--- config.mk ---
export PLATFORM = sky130hd
export DESIGN_NAME = lock_id_set_table_flat
export DESIGN_NICKNAME = d
export VERILOG_FILES = /design/src/hdl/lidt_pkg.sv /design/src/hdl/lidt_req_if.sv /design/src/hdl/lidt_rsp_if.sv /design/src/hdl/lidt_cell.sv /design/src/hdl/lidt_ctrl.sv /design/src/hdl/lock_id_set_table.sv /design/src/flat_wrapper.sv
export SDC_FILE = /design/constraint.sdc
export NUM_CORES = 1
export LEC_CHECK = 0
export BUFFER_PORTS_ARGS = -buffer_cell sky130_fd_sc_hd__buf_2
export CORE_MARGIN = 4
export CORE_UTILIZATION = 60
export CTS_BUF_LIST = sky130_fd_sc_hd__clkbuf_2
export DETAILED_ROUTE_END_ITERATION = 6
export PLACE_DENSITY = 0.78
export SYNTH_ARGS = -nofsm -noshare
export SYNTH_HDL_FRONTEND = slang
export SYNTH_SLANG_ARGS = --single-unit
--- constraint.sdc ---
create_clock -name clk -period 5.76 [get_ports clk]
set_input_delay 0 -clock clk [delete_from_list [all_inputs] [get_ports clk]]
set_output_delay 0 -clock clk [all_outputs]
set_load 0.05 [all_outputs]
--- src/hdl/lidt_pkg.sv ---
// ----------------------------------------------------------------------------
// lidt_pkg
// Shared codes and types for the lock identifier set table.
// ----------------------------------------------------------------------------
package lidt_pkg;

    typedef enum logic [1:0] {
        OP_LOCK   = 2'd0,
        OP_UNLOCK = 2'd1,
        OP_QUERY  = 2'd2
    } op_t;

    typedef enum logic [1:0] {
        ST_OK        = 2'd0,
        ST_NOT_FOUND = 2'd1,
        ST_FULL      = 2'd2
    } status_t;

    typedef enum logic {
        S_IDLE = 1'b0,
        S_WALK = 1'b1
    } state_t;

    // command broadcast from the controller to every cell of the ring
    typedef struct packed {
        logic rotate;  // advance the ring by one entry
        logic drop;    // remove the head entry and close the gap
        logic load;    // write the new identifier just past the last entry
    } cell_cmd_t;

endpackage

--- src/hdl/lidt_req_if.sv ---
// ----------------------------------------------------------------------------
// lidt_req_if
// Request channel: operation and holder identifier.
// ----------------------------------------------------------------------------
interface lidt_req_if;
    logic       valid;
    logic       ready;
    logic [1:0] operation;
    logic [7:0] holder_id;

    modport source (output valid, output operation, output holder_id, input ready);
    modport sink   (input valid, input operation, input holder_id, output ready);
endinterface

--- src/hdl/lidt_rsp_if.sv ---
// ----------------------------------------------------------------------------
// lidt_rsp_if
// Result channel: status code and held flag.
// ----------------------------------------------------------------------------
interface lidt_rsp_if;
    logic       valid;
    logic       ready;
    logic [1:0] status;
    logic       any_held;

    modport source (output valid, output status, output any_held, input ready);
    modport sink   (input valid, input status, input any_held, output ready);
endinterface

--- src/hdl/lidt_cell.sv ---
// ----------------------------------------------------------------------------
// lidt_cell
// One slot of the identifier ring; takes its neighbor's entry on a rotate.
// ----------------------------------------------------------------------------
module lidt_cell
    import lidt_pkg::*;
#(
    parameter int INDEX   = 0,
    parameter int CNT_W   = 4,
    parameter int ID_BITS = 8
) (
    input  logic               clk,
    input  cell_cmd_t          cmd,
    input  logic [CNT_W-1:0]   count,
    input  logic [ID_BITS-1:0] head_id,
    input  logic [ID_BITS-1:0] right_id,
    input  logic [ID_BITS-1:0] load_id,
    output logic [ID_BITS-1:0] id
);

    localparam logic [CNT_W:0] IDX  = (CNT_W+1)'(INDEX);
    localparam logic [CNT_W:0] IDX1 = (CNT_W+1)'(INDEX + 1);

    logic [ID_BITS-1:0] id_reg;
    logic [ID_BITS-1:0] id_next;
    logic               below_last;
    logic               is_last;
    logic               is_free;

    assign below_last = IDX1 < {1'b0, count};
    assign is_last    = IDX1 == {1'b0, count};
    assign is_free    = IDX == {1'b0, count};

    always_comb
    begin
        id_next = id_reg;
        if (cmd.rotate)
        begin
            if (below_last)
                id_next = right_id;
            else if (is_last)
                id_next = head_id;
        end
        else if (cmd.drop)
        begin
            if (below_last)
                id_next = right_id;
        end
        else if (cmd.load)
        begin
            if (is_free)
                id_next = load_id;
        end
    end

    always_ff @(posedge clk)
    begin
        id_reg <= id_next;
    end

    assign id = id_reg;

endmodule

--- src/hdl/lidt_ctrl.sv ---
// ----------------------------------------------------------------------------
// lidt_ctrl
// Sequencer: walks the ring at most once per request, decides, and holds the result.
// ----------------------------------------------------------------------------
module lidt_ctrl
    import lidt_pkg::*;
#(
    parameter int MAX_HOLDERS = 8,
    parameter int CNT_W       = 4,
    parameter int ID_BITS     = 8
) (
    input  logic               clk,
    input  logic               rst_n,
    input  logic               in_valid,
    output logic               in_ready,
    input  logic [1:0]         in_op,
    input  logic [ID_BITS-1:0] in_id,
    input  logic [ID_BITS-1:0] head_id,
    output cell_cmd_t          cmd,
    output logic [CNT_W-1:0]   count,
    output logic [ID_BITS-1:0] target_id,
    output logic               out_valid,
    input  logic               out_ready,
    output logic [1:0]         out_status,
    output logic               out_any_held
);

    localparam logic [CNT_W-1:0] MAX_C = CNT_W'(MAX_HOLDERS);
    localparam logic [CNT_W-1:0] ONE_C = CNT_W'(1);

    state_t             state_reg, state_next;
    logic [1:0]         op_reg;
    logic [ID_BITS-1:0] tgt_reg;
    logic [CNT_W-1:0]   step_reg, step_next;
    logic [CNT_W-1:0]   count_reg, count_next;
    logic               out_valid_reg, out_valid_next;
    status_t            status_reg, status_next;
    logic               any_reg, any_next;

    logic               accept;
    logic               out_free;
    logic               walked;
    logic               hit;
    logic               done;
    logic               resolve;
    status_t            res_status;
    logic               want_load;
    logic               want_drop;
    logic               want_rotate;

    assign accept   = in_valid && in_ready;
    assign out_free = !out_valid_reg || out_ready;
    assign walked   = step_reg == count_reg;
    assign hit      = !walked && (head_id == tgt_reg);

    // decision for the current walk step
    always_comb
    begin
        done        = 1'b0;
        res_status  = ST_OK;
        want_load   = 1'b0;
        want_drop   = 1'b0;
        want_rotate = 1'b0;
        case (op_reg)
            OP_LOCK:
            begin
                if (tgt_reg == '0 || hit)
                    done = 1'b1;
                else if (walked)
                begin
                    done = 1'b1;
                    if (count_reg < MAX_C)
                        want_load = 1'b1;
                    else
                        res_status = ST_FULL;
                end
                else
                    want_rotate = 1'b1;
            end
            OP_UNLOCK:
            begin
                if (tgt_reg == '0 || walked)
                begin
                    done       = 1'b1;
                    res_status = ST_NOT_FOUND;
                end
                else if (hit)
                begin
                    done      = 1'b1;
                    want_drop = 1'b1;
                end
                else
                    want_rotate = 1'b1;
            end
            default:
                done = 1'b1;
        endcase
    end

    assign resolve = (state_reg == S_WALK) && done && out_free;

    // next state
    always_comb
    begin
        state_next = state_reg;
        case (state_reg)
            S_IDLE:  if (accept) state_next = S_WALK;
            S_WALK:  if (resolve) state_next = S_IDLE;
            default: state_next = S_IDLE;
        endcase
    end

    // datapath and outputs
    always_comb
    begin
        cmd.rotate     = (state_reg == S_WALK) && want_rotate;
        cmd.drop       = resolve && want_drop;
        cmd.load       = resolve && want_load;
        count_next     = count_reg;
        step_next      = step_reg;
        status_next    = status_reg;
        any_next       = any_reg;
        out_valid_next = out_valid_reg && !out_ready;
        if (cmd.load)
            count_next = count_reg + ONE_C;
        else if (cmd.drop)
            count_next = count_reg - ONE_C;
        if (accept)
            step_next = '0;
        else if (cmd.rotate)
            step_next = step_reg + ONE_C;
        if (resolve)
        begin
            status_next    = res_status;
            any_next       = count_next != '0;
            out_valid_next = 1'b1;
        end
    end

    always_ff @(posedge clk or negedge rst_n)
    begin
        if (!rst_n)
        begin
            state_reg     <= S_IDLE;
            count_reg     <= '0;
            out_valid_reg <= 1'b0;
        end
        else
        begin
            state_reg     <= state_next;
            count_reg     <= count_next;
            out_valid_reg <= out_valid_next;
        end
    end

    always_ff @(posedge clk)
    begin
        step_reg   <= step_next;
        status_reg <= status_next;
        any_reg    <= any_next;
        if (accept)
        begin
            op_reg  <= in_op;
            tgt_reg <= in_id;
        end
    end

    assign in_ready     = state_reg == S_IDLE;
    assign count        = count_reg;
    assign target_id    = tgt_reg;
    assign out_valid    = out_valid_reg;
    assign out_status   = status_reg;
    assign out_any_held = any_reg;

endmodule

--- src/hdl/lock_id_set_table.sv ---
// ----------------------------------------------------------------------------
// lock_id_set_table
// Set of nonzero holder identifiers kept in a rotating ring of cells.
// ----------------------------------------------------------------------------
//
//   channel | dir | word fields            | handshake
//   --------+-----+------------------------+-------------
//   req     | in  | operation, holder_id   | valid/ready
//   rsp     | out | status, any_held       | valid/ready
//
// Flow: one request at a time. A query, or a lock/unlock of identifier
// zero, resolves without a ring walk; a lock or unlock resolves after at
// most one full ring walk, which shows one entry per cycle at cell 0.
// Reset: rst_n clears the sequencer, the entry count and the result valid;
// cells hold no reset and are only read below the entry count.
// Stalls: a finished result sits in the output register while the next
// request is taken; a walk that finishes while that register is still full
// holds its decision until the register drains.
//
// Entries live compactly in cells 0 .. count-1 in no fixed order. A rotate
// moves every live entry one cell down and wraps cell 0 to the last live
// cell, so the head cell visits each entry once per walk. An unlock drops
// the head on a match; a lock appends at cell count after a full walk.
// ----------------------------------------------------------------------------
module lock_id_set_table
    import lidt_pkg::*;
#(
    parameter int MAX_HOLDERS = 8,
    parameter int ID_BITS     = 8
) (
    input  logic  clk,
    input  logic  rst_n,
    lidt_req_if.sink   req,
    lidt_rsp_if.source rsp
);

    localparam int CNT_W = $clog2(MAX_HOLDERS + 1);

    logic [ID_BITS-1:0] cell_id [MAX_HOLDERS];
    logic [ID_BITS-1:0] in_id;
    logic [ID_BITS-1:0] target_id;
    logic [CNT_W-1:0]   count;
    cell_cmd_t          cmd;
    logic [39:0]        holder_ext;

    // take the identifier in its low ID_BITS bits
    assign holder_ext = {32'd0, req.holder_id};
    assign in_id      = holder_ext[ID_BITS-1:0];

    lidt_ctrl #(
        .MAX_HOLDERS (MAX_HOLDERS),
        .CNT_W       (CNT_W),
        .ID_BITS     (ID_BITS)
    ) u_ctrl (
        .clk          (clk),
        .rst_n        (rst_n),
        .in_valid     (req.valid),
        .in_ready     (req.ready),
        .in_op        (req.operation),
        .in_id        (in_id),
        .head_id      (cell_id[0]),
        .cmd          (cmd),
        .count        (count),
        .target_id    (target_id),
        .out_valid    (rsp.valid),
        .out_ready    (rsp.ready),
        .out_status   (rsp.status),
        .out_any_held (rsp.any_held)
    );

    // ring of cells; the last cell never takes from its right neighbor
    for (genvar i = 0; i < MAX_HOLDERS; i++)
    begin : g_cell
        lidt_cell #(
            .INDEX   (i),
            .CNT_W   (CNT_W),
            .ID_BITS (ID_BITS)
        ) u_cell (
            .clk      (clk),
            .cmd      (cmd),
            .count    (count),
            .head_id  (cell_id[0]),
            .right_id (cell_id[(i + 1) % MAX_HOLDERS]),
            .load_id  (target_id),
            .id       (cell_id[i])
        );
    end

endmodule
--- src/flat_wrapper.sv ---
// flat-port wrapper written by rule: the top's interface ports become plain ports
module lock_id_set_table_flat import lidt_pkg::*;
#(
    parameter int MAX_HOLDERS = 8,
    parameter int ID_BITS     = 8
)
  (clk, rst_n, req_valid, req_operation, req_holder_id, req_ready, rsp_valid, rsp_status, rsp_any_held, rsp_ready);
  lidt_req_if req_i ();
  lidt_rsp_if rsp_i ();
  input  logic clk;
  input  logic rst_n;
  input wire logic [$bits(req_i.valid)-1:0] req_valid;
  input wire logic [$bits(req_i.operation)-1:0] req_operation;
  input wire logic [$bits(req_i.holder_id)-1:0] req_holder_id;
  output wire logic [$bits(req_i.ready)-1:0] req_ready;
  output wire logic [$bits(rsp_i.valid)-1:0] rsp_valid;
  output wire logic [$bits(rsp_i.status)-1:0] rsp_status;
  output wire logic [$bits(rsp_i.any_held)-1:0] rsp_any_held;
  input wire logic [$bits(rsp_i.ready)-1:0] rsp_ready;
  assign req_i.valid = req_valid;
  assign req_i.operation = req_operation;
  assign req_i.holder_id = req_holder_id;
  assign req_ready = req_i.ready;
  assign rsp_valid = rsp_i.valid;
  assign rsp_status = rsp_i.status;
  assign rsp_any_held = rsp_i.any_held;
  assign rsp_i.ready = rsp_ready;
  lock_id_set_table #(.MAX_HOLDERS(MAX_HOLDERS), .ID_BITS(ID_BITS)) u_core (.clk(clk), .rst_n(rst_n), .req(req_i), .rsp(rsp_i));
endmodule
# Yosys cells after proc, flatten, opt, wreduce, memory -nomap -nowiden
# Index checks and enable logic that the tools add are counted.
# totals
wordCells	170
register_bits	87
# classes
eq_ne	25
n_reduce_logical	35
order_cmp	9
n_mux	81
n_bitwise	1
n_addsub	3
# op_table
operator	count
8-bit 2-to-1 mux	54
4-bit AND reduction	7
3-bit nonzero test	9
3-bit by 2-bit inequality test with 1-bit output (second input constant)	7
3-bit inequality test (second input constant)	7
1-bit 2-to-1 mux	18
3-bit by 4-bit equality test with 1-bit output (first input constant)	4
3-bit by 4-bit less-than comparator with 1-bit output (first input constant)	4
4-bit by 1-bit adder with 4-bit output (second input constant)	2
2-bit by 4-bit equality test with 1-bit output (first input constant)	2
8-bit equality test	1
1-bit logical AND	8
8-bit zero test	1
2-bit by 4-bit less-than comparator with 1-bit output (first input constant)	2
4-bit 2-to-1 mux	2
2-bit 2-to-1 mux	3
1-bit one-hot mux with 2 select lines	3
1-bit by 4-bit equality test with 1-bit output (first input constant)	1
4-bit equality test	1
4-bit equality test (first input constant)	1
4-bit zero test	1
1-bit by 4-bit less-than comparator with 1-bit output (first input constant)	1
4-bit less-than comparator (first input constant)	1
4-bit less-than comparator (second input constant)	1
9 further kinds	13

# Longest topological paths before layout
# Gate-level depths: netlist of run 1.
# logic_depth
ltp_word	12
ltp_mapped	9
ltp_nobuf	6

# By module
# A second synthesis of run 1 with hierarchy kept.
# hier_totals
hier_cells	555
hier_area_um2	5615.4
# by_module_without_submodules
mod	cells_per_inst	seq_area_each_um2	area_each_um2	instances
lidt_ctrl	107	620.6	1233.7	1
lidt_cell (u_core.g_cell[3].u_cell)	54	240.2	575.6	1
lidt_cell (u_core.g_cell[6].u_cell)	50	240.2	559.3	1
lidt_cell (u_core.g_cell[2].u_cell)	59	240.2	546.8	1
lidt_cell (u_core.g_cell[4].u_cell)	58	240.2	545.5	1
lidt_cell (u_core.g_cell[1].u_cell)	59	240.2	541.8	1
lidt_cell (u_core.g_cell[5].u_cell)	53	240.2	541.8	1
lidt_cell (u_core.g_cell[0].u_cell)	58	240.2	535.5	1
lidt_cell (u_core.g_cell[7].u_cell)	57	240.2	535.5	1

# Worst setup path before layout of run 1
# Ideal clock, no wire load.
# synth_timing
path_type	flip-flop to flip-flop
startpoint	register u_core.u_ctrl.count_reg[0] (netlist: u_core.u_ctrl.count[0])
endpoint	register u_core.g_cell[5].u_cell.id_reg[0] (enable)
stages_incl_launch_ff	7
path_slack_ps	3181
synth_period_minus_slack_ps	2579
arrival_ps	2191
cell_sequence	dfrtp_1 -> buf_2 -> xnor2_1 -> and4_1 -> a2111oi_4 -> a21oi_1 -> o311ai_1
# synth_between
elab_chain_cells	11
# synth_rtl
item	line	text
start: declaration	lidt_ctrl.sv:35	logic [CNT_W-1:0] count_reg, count_next;
start signal: assignment	lidt_ctrl.sv:151	count_reg <= count_next;
4-bit equality test	lidt_ctrl.sv:53	assign walked = step_reg == count_reg;
1-bit zero test	lidt_ctrl.sv:54	assign hit = !walked && (head_id == tgt_reg);
1-bit logical AND	lidt_ctrl.sv:54	
1-bit 2-to-1 mux or 1-bit logical OR (tied branches)	lidt_ctrl.sv:87, lidt_ctrl.sv:67	
1-bit 2-to-1 mux, on equally long branches	lidt_ctrl.sv:82, lidt_ctrl.sv:67	
1-bit one-hot mux with 2 select lines	lidt_ctrl.sv:64	case (op_reg)
1-bit logical AND (2 in series)	lidt_ctrl.sv:100	assign resolve = (state_reg == S_WALK) && done && out_free;
1-bit logical AND, on equally long branches	lidt_ctrl.sv:117, lidt_ctrl.sv:118	
3-bit by 2-bit inequality test with 1-bit output (no source line) or 3-bit nonzero test (tied branches)	--	
4-bit AND reduction (no source line) *	--	
end signal: assignment	lidt_cell.sv:58	id_reg <= id_next;
end: declaration	lidt_cell.sv:24	logic [ID_BITS-1:0] id_reg;
# Every way passes the cells marked *; elsewhere a longest branch is shown, timed or not.
# A chain may end at the register's enable or synchronous reset.

# Final worst setup path of run 1
# layout_timing
startpoint	register u_core.g_cell[0].u_cell.id_reg[4]
endpoint	register u_core.g_cell[2].u_cell.id_reg[4] (enable)
# layout_between
elab_chain_cells	10
# layout_rtl
item	line
start: declaration	lidt_cell.sv:24
start signal: assignment	lidt_cell.sv:58
8-bit equality test *	lidt_ctrl.sv:54
1-bit logical AND *	lidt_ctrl.sv:54
1-bit 2-to-1 mux or 1-bit logical OR (tied branches)	lidt_ctrl.sv:87, lidt_ctrl.sv:67
1-bit 2-to-1 mux, on equally long branches	lidt_ctrl.sv:82, lidt_ctrl.sv:67
1-bit one-hot mux with 2 select lines	lidt_ctrl.sv:64
1-bit logical AND (2 in series)	lidt_ctrl.sv:100
1-bit logical AND, on equally long branches	lidt_ctrl.sv:117, lidt_ctrl.sv:118
3-bit by 2-bit inequality test with 1-bit output (no source line) or 3-bit nonzero test (tied branches)	--
4-bit AND reduction (no source line) *	--
end signal: assignment	lidt_cell.sv:58
end: declaration	lidt_cell.sv:24
# Marks and branches as above.

==> summary.txt, run 1 <==
CTS
  – Buffer depth of the longest clock path: 2
  – Register clock-pin slew on the reported worst setup and hold paths: 0.24 ns
  – Post_cts resized: 0
  – CTS Sinks: 87
  – Clk_lat worst skew: 0.57 ns
  – Root buffer selected by CTS: sky130_fd_sc_hd__clkbuf_2
  – Setup Fix Bufs, Post-CTS: 0
  – Inserted Clock Buffers: 9
  – H-tree level count: 3
  – Clock tree from TritonCTS: done

Outcome
  – Status: complete, no violations

Floorplanning
  – DIE WIDTH: 93.8 um
  – Die Outline Area: 8800 um^2
  – Chip Height: 93.8 um
  – Core footprint: 7210 um^2
  – I/O pin total: 19
  – # rows: 31
  – Effective utilization at floorplan: 0.613

Yosys
  – Cell area after synthesis: 4420 um^2
  – Number of distinct library cell variants in the gate-level netlist after synthesis: 52
  – Biggest area contributors in the synthesized netlist: sky130_fd_sc_hd__edfxtp_1 52%, sky130_fd_sc_hd__a221o_1 11%, sky130_fd_sc_hd__dfrtp_1 3.4%
  – Yosys top cell by area: sky130_fd_sc_hd__edfxtp_1
  – Flip-flop cell with the highest count after synthesis: sky130_fd_sc_hd__edfxtp_1
  – Commonest cells in the synthesized netlist: 77 x sky130_fd_sc_hd__edfxtp_1, 48 x sky130_fd_sc_hd__a221o_1, 16 x sky130_fd_sc_hd__nor2_1
  – Net count after synthesis: 351
  – Most repeated cell in the gate-level netlist after synthesis: sky130_fd_sc_hd__edfxtp_1
  – Number of instances in the synthesized netlist: 332
  – Seq cells post-synth: 87
  – Proportion of synthesized flip-flops having asynchronous set or reset: 0.0690
  – Area share of the leading cell type in the synthesized netlist: 0.523
  – Proportion of synthesized chip area in sequential cells: 0.575
  – Number of enable-type register cells in the synthesized netlist: 77
  – Mean area per synthesized cell: 13.3 um^2
  – Warnings from Yosys: 0

Setup path
  – Startpoint class of the critical path: flop
  – Largest fanout of any net on the critical path: 13
  – Arrival time worst endpoint: 3.24 ns
  – CP endpoint kind: flop
  – Endpoint required time on the critical path: 5.97 ns
  – CP Class: reg2reg

Place
  – Post-placement setup slack: 2.80 ns
  – HPWL reported at the end of detailed placement: 6810 um
  – Port Buf Inserts: 18
  – Routability cong.: 0.931

Global routing
  – Global routing met3 resource utilization: 0.0449
  – Global-route total usage across every layer: 0.256
  – Global-route wire length before repair: 16500 um
  – Antenna violations before repair: 0
  – Pin count of the biggest net entering global routing: 21
  – Global routing met2 resource utilization: 0.388
  – Via count of the first global-routing pass: 2979
  – Global-route layer with the greatest usage: met2
  – Global-route congestion overflow total: 0
  – Routing usage on met1: 0.364

Detailed routing
  – DRT iter0 DRCs: 304
  – Total via count after detailed routing: 3064
  – Avg Vias per Cell: 6.70
  – DRC Markers: 0
  – DRT antenna net count: 0
  – Total Wirelength: 10400 um
  – Number of detailed-routing iterations run before antenna repair: 4
  – Routed length per placed instance: 22.7 um

Timing
  – Transition at the pin with the smallest max-transition slack: 1.01 ns
  – RSZ-0062 raised after global routing: false
  – Highest clock rate: 0.330 GHz
  – Final number of max-transition violations: 0
  – Setup ws final: 2.73 ns
  – Number of hold-slack violations in the final timing report: 0
  – Endpoints failing setup: 0
  – Max transition margin: 0.325
  – Final TNS setup: 0 ns
  – Post-route clock period utilization: 0.526
  – Final worst path period need: 3.03 ns
  – Largest clock skew in the final design: 0.0318 ns

Cells and area
  – Number of fill cells: 556
  – Flip-flop count of the largest register after layout: 64
  – Fin nets: 372
  – Ratio of cells with drive above 1 in the final layout: 0.176
  – Antenna cells: 0
  – Synth-to-layout area growth: 6.96%

Power and ir drop
  – P per Cell Area: 369 nW/um^2
  – Maximum resistive drop on vdd: 0.219 mV
  – Static leakage power: 1.67 nW

Min path
  – Class of the worst hold path: in2reg

Run
  – Number of maximum-capacitance constraint violations: 0
-- worst max-delay path: stages (launching register included) --
cell	delay [ns]
sky130_fd_sc_hd__edfxtp_1	0.58
sky130_fd_sc_hd__xnor2_1	0.36
sky130_fd_sc_hd__nand4_1	0.18
sky130_fd_sc_hd__o2111ai_2	0.55
sky130_fd_sc_hd__o21ai_0	0.19
sky130_fd_sc_hd__a21oi_1	0.84
-- layout make-up --
| cell class | count | area [um^2] | area share |
|---|---|---|---|
| well taps | 99 | 124 | 0.0262 |
| clock inverters | 6 | 70.1 | 0.0148 |
| clock buffers | 10 | 50.0 | 0.0106 |
| repair buffers | 36 | 260 | 0.0551 |
| flip-flops and latches | 87 | 2540 | 0.538 |
| multi-input cells | 211 | 1650 | 0.349 |
| inverters | 8 | 30.0 | 0.00635 |
-- power breakdown --
| part | internal (mW) | switching (mW) |
|---|---|---|
| Clock | 0.105 | 0.218 |
| Sequential | 0.862 | 0.0920 |
| Combinational | 0.186 | 0.283 |
-- placed cells by master, fill, tap and decap left out, types with 4 or more instances in the layout --
master / synthesis / routed
sky130_fd_sc_hd__o21ai_0: 13 / 13
sky130_fd_sc_hd__nand3_1: 6 / 6
sky130_fd_sc_hd__a221o_1: 48 / 48
sky130_fd_sc_hd__dlygate4sd3_1: 0 / 14
sky130_fd_sc_hd__xnor2_1: 14 / 14
sky130_fd_sc_hd__clkbuf_2: 0 / 10
sky130_fd_sc_hd__buf_4: 5 / 4
sky130_fd_sc_hd__dfxtp_1: 4 / 4
sky130_fd_sc_hd__a21o_1: 11 / 11
sky130_fd_sc_hd__nand2_1: 12 / 12
sky130_fd_sc_hd__o21bai_1: 8 / 8
sky130_fd_sc_hd__nor2_1: 16 / 16
sky130_fd_sc_hd__a21oi_1: 12 / 12
sky130_fd_sc_hd__a21oi_2: 6 / 6
sky130_fd_sc_hd__mux2i_1: 8 / 8
sky130_fd_sc_hd__buf_2: 10 / 18
sky130_fd_sc_hd__inv_1: 8 / 8
sky130_fd_sc_hd__edfxtp_1: 77 / 77
sky130_fd_sc_hd__ha_1: 5 / 5
sky130_fd_sc_hd__dfrtp_1: 6 / 6
sky130_fd_sc_hd__nand4_1: 4 / 4
sky130_fd_sc_hd__and2_4: 7 / 7
-- through the flow --
step                      cells  hold WS, ns  power (mW)   util  instance area [um^2]
final                       457        0.141        1.75  0.655                  4730
after global routing        457        0.126        1.83  0.655                  4730
after CTS                   457        0.104        1.74  0.655                  4730
after detailed placement    427       -0.169        1.42  0.619                  4470
after global placement      427       -0.169        1.40  0.619                  4470
after floorplan             332       -0.296        1.31      -                  4420
-- path summary, 6_finish.rpt --
| check | from | to | slack (ns) | cells after the start |
|---|---|---|---|---|
| max | u_core.g_cell[0].u_cell.id[4] | u_core.g_cell[2].u_cell.id[4] | 2.73 | 5 |
| min | req_holder_id[1] | u_core.u_ctrl.target_id[1] | 0.14 | 2 |
| max reg2reg | u_core.g_cell[0].u_cell.id[4] | u_core.g_cell[2].u_cell.id[4] | 2.73 | 5 |
| min reg2reg | u_core.u_ctrl.step_reg[1] | u_core.u_ctrl.step_reg[1] | 0.53 | 2 |
| max in group asynchronous | rst_n | u_core.u_ctrl.count[1] | 5.18 | 3 |
| min in group asynchronous | rst_n | u_core.u_ctrl.count[2] | 0.36 | 3 |
-- metal layers --
layer | vias up | part of all wire
li1 | 1380 | -
met1 | 1494 | 0.42
met2 | 162 | 0.47
met3 | 28 | 0.078
met4 | 0 | 0.027
met5 | - | 0
-- kinds of logic (layout without fill, tap and decap cells) --
logic type,after synthesis,count (layout),synth area share
AOI/OAI and AO/OA,113,113,0.217
DFF,87,87,0.575
and+or+nand+nor,70,70,0.0949
buffers and inverters,34,60,0.0512
xor gates and xnor gates,15,15,0.0297
muxes,8,8,0.0181
adders and majority gates,5,5,0.0142
-- repair_timing --
action                                 4_1_cts  5_1_grt
endpoints found under the hold margin       18        0
setup endpoints to repair                    0        0
hold buffers                                14        0
Note: power is estimated with default switching activity, not from simulation.
==> inputs of run 2 (changes only) <==
--- a/config.mk
+++ b/config.mk
@@ -5,6 +5,7 @@
 export SDC_FILE = /design/constraint.sdc
 export NUM_CORES = 1
 export LEC_CHECK = 0
+export ABC_AREA = 1
 export BUFFER_PORTS_ARGS = -buffer_cell sky130_fd_sc_hd__buf_2
 export CORE_MARGIN = 4
 export CORE_UTILIZATION = 60
==> constraint.sdc (replaced) <==
create_clock -name clk -period 2.9 [get_ports clk]
set_input_delay 0 -clock clk [delete_from_list [all_inputs] [get_ports clk]]
set_output_delay 0 -clock clk [all_outputs]
set_load 0.05 [all_outputs]
==> run 2 against run 1 <==
Maximum frequency rose by 9.3%. Sequential share of layout area fell by 3.8 points. Critical path depth rose by 8. Core utilization rose by 4.2 points. Die area rose by 1.7%. Cell area rose by 7.6%. Largest power group unchanged. Highest routed layer unchanged.
==> summary.txt, run 2 <==
Outcome
  – Status: complete, no violations (unchanged)

Power and ir drop
  – P per Cell Area: 804 nW/um^2 (was 369 nW/um^2)
  – Maximum resistive drop on vdd: 0.505 mV (was 0.219 mV)
  – Total power: 4.09 mW (was 1.75 mW)
  – Static leakage power: 1.99 nW (was 1.67 nW)

Floorplanning
  – DIE WIDTH: 94.6 um (was 93.8 um)
  – Effective utilization at floorplan: 0.618 (was 0.613)
  – Die Outline Area: 8950 um^2 (was 8800 um^2)
  – I/O pin total: 19 (unchanged)
  – # rows: 31 (unchanged)
  – Core footprint: 7290 um^2 (was 7210 um^2)
  – Chip Height: 94.6 um (was 93.8 um)

Detailed routing
  – Number of detailed-routing iterations run before antenna repair: 5 (was 4)
  – DRT antenna net count: 0 (unchanged)
  – Total via count after detailed routing: 3884 (was 3064)
  – Avg Vias per Cell: 5.99 (was 6.70)
  – Total Wirelength: 12000 um (was 10400 um)
  – Routed length per placed instance: 18.6 um (was 22.7 um)
  – DRC Markers: 0 (unchanged)
  – DRT iter0 DRCs: 474 (was 304)

Yosys
  – Flip-flop cell with the highest count after synthesis: sky130_fd_sc_hd__edfxtp_1 (unchanged)
  – Seq cells post-synth: 87 (unchanged)
  – Area share of the leading cell type in the synthesized netlist: 0.513 (was 0.523)
  – Mean area per synthesized cell: 9.19 um^2 (was 13.3 um^2)
  – Most repeated cell in the gate-level netlist after synthesis: sky130_fd_sc_hd__nand2_1 (was sky130_fd_sc_hd__edfxtp_1)
  – Number of instances in the synthesized netlist: 490 (was 332)
  – Commonest cells in the synthesized netlist: 132 x sky130_fd_sc_hd__nand2_1, 77 x sky130_fd_sc_hd__edfxtp_1, 59 x sky130_fd_sc_hd__nor2_1 (was 77 x sky130_fd_sc_hd__edfxtp_1, 48 x sky130_fd_sc_hd__a221o_1, 16 x sky130_fd_sc_hd__nor2_1)
  – Warnings from Yosys: 0 (unchanged)
  – Number of distinct library cell variants in the gate-level netlist after synthesis: 34 (was 52)
  – Proportion of synthesized flip-flops having asynchronous set or reset: 0.0690 (unchanged)
  – Cell area after synthesis: 4500 um^2 (was 4420 um^2)
  – Biggest area contributors in the synthesized netlist: sky130_fd_sc_hd__edfxtp_1 51%, sky130_fd_sc_hd__nand2_1 11%, sky130_fd_sc_hd__nor2_1 4.9% (was sky130_fd_sc_hd__edfxtp_1 52%, sky130_fd_sc_hd__a221o_1 11%, sky130_fd_sc_hd__dfrtp_1 3.4%)
  – Proportion of synthesized chip area in sequential cells: 0.565 (was 0.575)
  – Yosys top cell by area: sky130_fd_sc_hd__edfxtp_1 (unchanged)
  – Net count after synthesis: 509 (was 351)
  – Number of enable-type register cells in the synthesized netlist: 77 (unchanged)

Setup path
  – Largest fanout of any net on the critical path: 24 (was 13)
  – Crit path buffers/inverters: 2 (was 0)
  – Arrival time worst endpoint: 3.05 ns (was 3.24 ns)
  – Family with the most delay on the worst path: simple AND/OR/NAND/NOR gates (was compound AO/OA/AOI/OAI gates)
  – Cell-by-cell listing of the critical path: inv_2, nand2_1, nand2_1, nand2_1, nor2_1, nand3_1, nand2_2, nand3_4, nor2_4, nor2_4, buf_4, nand2_1, o311ai_0 (was xnor2_1, nand4_1, o2111ai_2, o21ai_0, a21oi_1)
  – Startpoint class of the critical path: flop (unchanged)
  – Top cell by count, worst path: sky130_fd_sc_hd__nand2_1
  – CP peak stage delay: 0.53 ns (was 0.84 ns)
  – CP Class: reg2reg (unchanged)
  – CP endpoint kind: flop (unchanged)
  – Endpoint required time on the critical path: 3.18 ns (was 5.97 ns)
  – Cell type of the slowest stage on the worst timing path: sky130_fd_sc_hd__edfxtp_1 (was sky130_fd_sc_hd__a21oi_1)

CTS
  – Setup Fix Bufs, Post-CTS: 0 (unchanged)
  – Clk_lat worst skew: 0.56 ns (was 0.57 ns)
  – Clock tree from TritonCTS: done (unchanged)
  – H-tree level count: 3 (unchanged)
  – CTS Sinks: 87 (unchanged)
  – Inserted Clock Buffers: 9 (unchanged)
  – Buffer depth of the longest clock path: 2 (unchanged)
  – Root buffer selected by CTS: sky130_fd_sc_hd__clkbuf_2 (unchanged)
  – Register clock-pin slew on the reported worst setup and hold paths: 0.26 ns (was 0.24 ns)

Cells and area
  – Number of fill cells: 608 (was 556)
  – Fin nets: 562 (was 372)
  – Non-filler instance count after layout: 648 (was 457)
  – Commonest non-fill, non-tap cells in the layout: 132 x sky130_fd_sc_hd__nand2_1, 77 x sky130_fd_sc_hd__edfxtp_1, 59 x sky130_fd_sc_hd__nor2_1, 35 x sky130_fd_sc_hd__inv_1, 25 x sky130_fd_sc_hd__buf_4 (was 77 x sky130_fd_sc_hd__edfxtp_1, 48 x sky130_fd_sc_hd__a221o_1, 18 x sky130_fd_sc_hd__buf_2, 16 x sky130_fd_sc_hd__nor2_1)
  – Most common cell after layout, fill and taps aside: sky130_fd_sc_hd__nand2_1 (was sky130_fd_sc_hd__edfxtp_1)
  – Flip-flop count of the largest register after layout: 64 (unchanged)
  – Final core utilization: 0.697 (was 0.655)
  – Synth-to-layout area growth: 12.9% (was 6.96%)
  – Ratio of cells with drive above 1 in the final layout: 0.148 (was 0.176)

Timing
  – Endpoints failing setup: 0 (unchanged)
  – Max transition margin: 0.415 (was 0.325)
  – Final worst path period need: 2.77 ns (was 3.03 ns)
  – Tightest hold margin: 0.140 ns (was 0.141 ns)
  – Post-route clock period utilization: 0.957 (was 0.526)
  – Number of hold-slack violations in the final timing report: 0 (unchanged)
  – RSZ-0062 raised after global routing: true (was false)
  – Largest clock skew in the final design: 0.0369 ns (was 0.0318 ns)
  – Transition at the pin with the smallest max-transition slack: 0.875 ns (was 1.01 ns)
  – Final number of max-transition violations: 0 (unchanged)
  – Highest clock rate: 0.360 GHz (was 0.330 GHz)

Global routing
  – Pin count of the biggest net entering global routing: 25 (was 21)
  – Antenna violations before repair: 0 (unchanged)
  – Global-route congestion overflow total: 0 (unchanged)
  – Global-route wire length before repair: 18800 um (was 16500 um)
  – Via count of the first global-routing pass: 3602 (was 2979)
  – Global-route total usage across every layer: 0.281 (was 0.256)

Run
  – Number of maximum-capacitance constraint violations: 0 (unchanged)

Place
  – Port Buf Inserts: 18 (unchanged)
  – Routability cong.: 0.933 (was 0.931)
  – Cell count after placement: 616 (was 427)
  – HPWL reported at the end of detailed placement: 8360 um (was 6810 um)

Min path
  – Class of the worst hold path: in2reg (unchanged)
run 2: cell families after synthesis:
family	after synthesis	synth area share
compound gates	103	0.144
xor+xnor	6	0.0117
fa+ha+maj	5	0.0139
buf+inv	61	0.0550
flops	87	0.565
simple gates	228	0.211
run 2: final timing paths:
kind	startpoint	endpoint	slack [ns]	cells after the start
setup / recovery	u_core.g_cell[0].u_cell.id[4]	u_core.g_cell[2].u_cell.id[5]	0.13	13
hold / removal	req_holder_id[2]	u_core.u_ctrl.target_id[2]	0.14	2
setup reg to reg	u_core.g_cell[0].u_cell.id[4]	u_core.g_cell[2].u_cell.id[5]	0.13	13
hold reg to reg	u_core.u_ctrl.step_reg[3]	u_core.u_ctrl.step_reg[3]	0.55	1
max in group asynchronous	rst_n	u_core.u_ctrl.state_reg	2.33	3
min in group asynchronous	rst_n	u_core.u_ctrl.count[0]	0.36	3
run 2: layout make-up:
type / instances / area, um^2 / area share
Clock buffer: 9 / 45.0 / 0.00886
Tap cell: 99 / 124 / 0.0244
Sequential cell: 87 / 2540 / 0.500
Antenna cell: 1 / 2.50 / 0.000492
Timing Repair Buffer: 58 / 428 / 0.0842
Clock inverter: 7 / 55.1 / 0.0108
Inverter: 45 / 169 / 0.0332
Multi-Input combinational cell: 342 / 1720 / 0.338
run 2: metrics by stage:
stage	cell area (um^2)	setup TNS [ns]	setup slack, ns
floorplan	4500	0	0.255
CTS	5080	0	0.184
global route	5080	-0.238	-0.0550
global placement	4830	0	0.358
finish	5080	0	0.126
detailed placement	4830	0	0.221
run 2: report_power, final:
group | leakage [nW] | switching, mW | internal [mW]
sequential | 0.837 | 0.239 | 1.89
combinational | 1.10 | 0.924 | 0.448
clock | 0.0593 | 0.460 | 0.122
total | 1.99 | 1.62 | 2.46
run 2: worst register-to-register path: cells and delay by family (launching register included):
family | cells | cell delay [ns]
AND/OR/NAND/NOR | 10 | 1.34
flip-flops | 1 | 0.53
buffers and inverters | 2 | 0.39
AO/OA/AOI/OAI | 1 | 0.26
run 2: what timing repair did:
| item | in CTS | in global routing |
|---|---|---|
| resized for setup | 0 | 1 |
| hold buffers | 15 | 0 |
| endpoints found under the setup margin | 0 | 13 |
| endpoints found under the hold margin | 21 | 0 |
run 2: per-layer routing:
layer	GRT usage	wire length, um
met5	0	0
met4	0.101	241
met3	0.0821	1310
met2	0.412	5530
met1	0.399	4950
